`config.mk`:
```
export PLATFORM = sky130hd
export DESIGN_NAME = kht_fifo
export DESIGN_NICKNAME = d
export VERILOG_FILES = /design/src/hdl/kht_pkg.sv /design/src/hdl/kht_fifo.sv
export SDC_FILE = /design/constraint.sdc
export NUM_CORES = 1
export LEC_CHECK = 0
export ABC_AREA = 1
export BUFFER_PORTS_ARGS = -buffer_cell sky130_fd_sc_hd__buf_2
export CAP_MARGIN = 20
export CORE_ASPECT_RATIO = 0.9
export CORE_UTILIZATION = 55
export DETAILED_ROUTE_END_ITERATION = 12
export PLACE_DENSITY = 0.77
export SYNTH_ARGS = -nofsm -noshare
export SYNTH_HDL_FRONTEND = slang
export SYNTH_SLANG_ARGS = --single-unit
```
`constraint.sdc`:
```
create_clock -name i_clk -period 18.3 [get_ports i_clk]
set_clock_uncertainty 0.1 [all_clocks]
set_input_delay 0.915 -clock i_clk [delete_from_list [all_inputs] [get_ports i_clk]]
set_output_delay 0.915 -clock i_clk [all_outputs]
set_load 0.02 [all_outputs]
```
`src/hdl/kht_pkg.sv`:
```
// Package: shared constants and types for the u64 key hash table.
`default_nettype none
package kht_pkg;
    localparam int unsigned SLOTS_DEF = 1024;
    localparam logic [63:0] HASH_M1 = 64'hbf58476d1ce4e5b9;
    localparam logic [63:0] HASH_M2 = 64'h94d049bb133111eb;

    localparam logic [2:0] ST_INSERTED  = 3'd0;
    localparam logic [2:0] ST_UPDATED   = 3'd1;
    localparam logic [2:0] ST_FOUND     = 3'd2;
    localparam logic [2:0] ST_NOT_FOUND = 3'd3;
    localparam logic [2:0] ST_FULL      = 3'd4;

    localparam logic KIND_PUT = 1'b0;
    localparam logic KIND_GET = 1'b1;

    typedef struct packed {
        logic        kind;
        logic [63:0] key;
        logic [31:0] value;
        logic [31:0] hash;
    } t_cmd;

    // 64x64 product mod 2^64 from three 32x32 partial products (high x high drops out)
    typedef struct packed {
        logic [63:0] ll;
        logic [63:0] lh;
        logic [63:0] hl;
    } t_part;
endpackage
`default_nettype wire

```
`src/hdl/kht_fifo.sv`:
```
// Small command queue between front and back.
`default_nettype none
module kht_fifo
    import kht_pkg::*;
#(
    parameter int DEPTH = 8
) (
    input  wire logic i_clk,
    input  wire logic i_rst_n,
    input  wire logic i_push,
    input  t_cmd      i_data,
    input  wire logic i_pop,
    output logic      o_empty,
    output t_cmd      o_data
);
    localparam int AW = $clog2(DEPTH);
    t_cmd          r_mem [DEPTH];
    logic [AW-1:0] r_wp, r_rp;
    logic [AW:0]   r_cnt;

    always_ff @(posedge i_clk) begin
        if (!i_rst_n) begin
            r_wp <= '0;
            r_rp <= '0;
            r_cnt <= '0;
        end else begin
            if (i_push) r_wp <= r_wp + 1'b1;
            if (i_pop) r_rp <= r_rp + 1'b1;
            r_cnt <= r_cnt + (AW+1)'(i_push) - (AW+1)'(i_pop);
        end
        if (i_push) r_mem[r_wp] <= i_data;
    end

    assign o_empty = (r_cnt == '0);
    assign o_data  = r_mem[r_rp];
endmodule
`default_nettype wire

```
==> flow_summary.yaml <==
sta:
  worst_slew_pin_slew_ns: 1.19
  rsz0062_at_grt: "no"
  finalSetupTns_ns: 0
  slew_headroom: 0.209
  setup_viol: 0
  hold_violations: 0
  layout_min_cycle_time_ns: 5.62
  period_share: 0.307
  fin_ws_ns: 12.68
  slew_violations: 0
  max_freq_mhz: 178
  hold_slack_ns: 0.406
worst_setup_path:
  critPathCaptureType: "output pin"
  critical_path.max_stage_delay_ns: 0.96
  crit_chain: "inv_8 > buf_4 > buf_4 > nand2_1 > nand3_1 > nand2_1 > nand2_1 > nand2_1 > buf_2"
  r2r_slack_ns: 15.03
  path_common_cell: "nand2_1"
  start_kind: "flip-flop"
  rr_worst_depth: 4
  r2r_start: "r_wp[0]"
  path_buf_inv: 4
  worstPathRequired_ns: 17.28
  reg2reg_to: "r_mem[2][96]"
  crit_arrival_ns: 4.60
  crit_type: "reg -> out"
  crit_slowest_cell: "buf_4"
  critical_path.top_delay_family: "buffers and inverters"
  cp_max_fo: 154
floorplan:
  rows: 99
  ioPinCount: 263
  fp.dieH_um: 274
  core_area_um2: 81300
  dieArea_um2: 83400
  die_w_um: 304
  initial_utilization: 0.557
pwr:
  power.internal_mw: 4.04
  switching_share: 0.243
  comb_power_share: 0.109
  clkPwrFrac: 0.384
  cellLeakagePower_nw: 23.4
  p_sw_mw: 1.30
  p_per_area_nw_per_um2: 105
  ir_worst_vdd_mv: 0.0924
  pwr-share-seq: 0.508
global_route:
  grt_pass1_vias: 29100
  antenna_found_initial: 17
  grt_pass1_wl_um: 156000
  grt_use_total: 0.241
  grt_remaining_overflow: 0
  grt_max_degree: 221
clock_network:
  htreeDepth: 3
  clk_pin_slew_worst_paths_ns: 0.06
  postCtsHoldBufs: 0
  clock_path_buffers: 3
  cts_sinks: 1045
  cts_resized: 0
  cts_made_buffers: 103
  cts_root_buffer: "clkbuf_16"
  postCtsSetupBuffers: 0
  cts_tree: "done"
  insertion_delay_ns: 0.65
synthesis:
  yosysUniqueCellTypes: 17
  yosysTopAreaCell: "edfxtp_1"
  synth.avg_cell_area_um2: 9.97
  ys_top_cells_by_area: "edfxtp_1 68%, nand2_1 14%, inv_1 8.7%"
  seq_area_frac_synth: 0.691
  ys_seq_elements: 1045
  synth_top_area_frac: 0.685
  ys_warn_count: 0
  synthesis.nets: 4680
  synth_area_um2: 45200
  syn_inst: 4539
place:
  dp_hpwl_um: 50800
  gp_congestion: 0.749
  place_area_um2: 47400
  pre_cts_ws_ns: 13.44
  io_buffers: 262
final_layout:
  mostFrequentLayoutCells: "1690 x nand2_1, 1047 x inv_1, 1032 x edfxtp_1"
  fill_cells: 6209
  multiInputGateArea_um2: 9240
  syn2layout_area_growth_pct: 12.1
  layout_commonest_cell: "nand2_1"
  drive_above_1_share: 0.0943
  final_util: 0.624
  fin_nets: 4883
  seq_area_um2: 31300
  finalInstanceArea_um2: 50700
routing:
  drc: 0
  drt-pass1-iter-count: 6
  wl_per_cell_um: 17.1
  num_vias: 29800
  wl_um: 100000
  avgViaCountPerCell: 5.05
  drt_iter0_drc: 2597
  ant_nets: 0
min_path:
  hold_path_startpoint: "r_wp[0]"
  hold_path_class: "reg -> reg"
  holdPathEnd: "r_wp[0]"
  hold_depth: 2
run_status:
  status: "finished, final reports clean"
flow_run:
  cap_violations: 0
-- cell type report --
cell class | count | area share
Sequential cell | 1045 | 0.616
Multi-Input combinational cell | 2245 | 0.182
Inverter | 1050 | 0.0781
Clock buffer | 134 | 0.0552
Timing Repair Buffer | 297 | 0.0324
Tap cell | 1060 | 0.0262
Clock inverter | 54 | 0.00923
Antenna cell | 7 | 0.000345
-- sequential cells by signal (all words and copies together) (netlist names), named ones only --
register and cells:
r_rp 3, r_wp 3, r_cnt 4, r_mem 1032
-- tightest hold or removal path, stage by stage (launching register included) --
cell and delay (ns):
dfxtp_1 0.33, nand2_1 0.07, a21oi_1 0.06
-- through the flow --
step | std cells | power (mW)
global placement | 5696 | 3.32
CTS | 5885 | 5.37
global route | 5890 | 5.53
floorplan | 4539 | 3.15
finish | 5892 | 5.34
detailed placement | 5697 | 3.34
-- synth_stat cells --
| library cell | number |
|---|---|
| nand2_1 | 1690 |
| inv_1 | 1048 |
| edfxtp_1 | 1032 |
| nand3_1 | 518 |
| buf_2 | 100 |
| clkbuf_1 | 77 |
| buf_1 | 21 |
| nor2_1 | 15 |
| dfxtp_1 | 13 |
| a21oi_1 | 7 |
| ha_1 | 7 |
| o21ai_0 | 4 |
| inv_2 | 2 |
| or2_2 | 2 |
| buf_4 | 1 |
| fa_1 | 1 |
| xnor2_1 | 1 |
-- how the worst max path moves through the flow --
stage / from / to / cells after the start
2_1_floorplan: i_push / r_mem[0][0] / 3
3_3_place_gp: flip-flop / o_data[35] / 9
3_5_place_dp: flip-flop / o_data[61] / 9
4_1_cts: flip-flop / o_data[47] / 9
5_1_grt: flip-flop / o_data[47] / 9
6_report: flip-flop / o_data[47] / 9
-- cell families after synthesis --
logic type	Yosys count	synth area share
xor+xnor	1	0.000194
compound gates	11	0.00122
flops	1045	0.691
fa+ha+maj	8	0.00238
buf+inv	1249	0.106
simple gates	2225	0.199
-- power groups by stage --
stage / Clock [mW] / Combinational, mW / Sequential, mW
floorplan: 0 / 0.385 / 2.76
global placement: 0 / 0.565 / 2.76
detailed placement: 0 / 0.579 / 2.76
CTS: 2.08 / 0.584 / 2.71
global route: 2.17 / 0.646 / 2.71
finish: 2.05 / 0.579 / 2.71
-- routing by layer --
| layer | track usage | vias up | routed length [um] | share of wire |
|---|---|---|---|---|
| li1 | - | 14500 | - | - |
| met1 | 0.301 | 14000 | 40000 | 0.40 |
| met2 | 0.423 | 1055 | 50200 | 0.50 |
| met4 | 0.0922 | 16 | 2910 | 0.029 |
| met3 | 0.0411 | 213 | 7320 | 0.073 |
| met5 | 0 | - | 107 | 0.0011 |
Note: power is estimated with default switching activity, not from simulation.
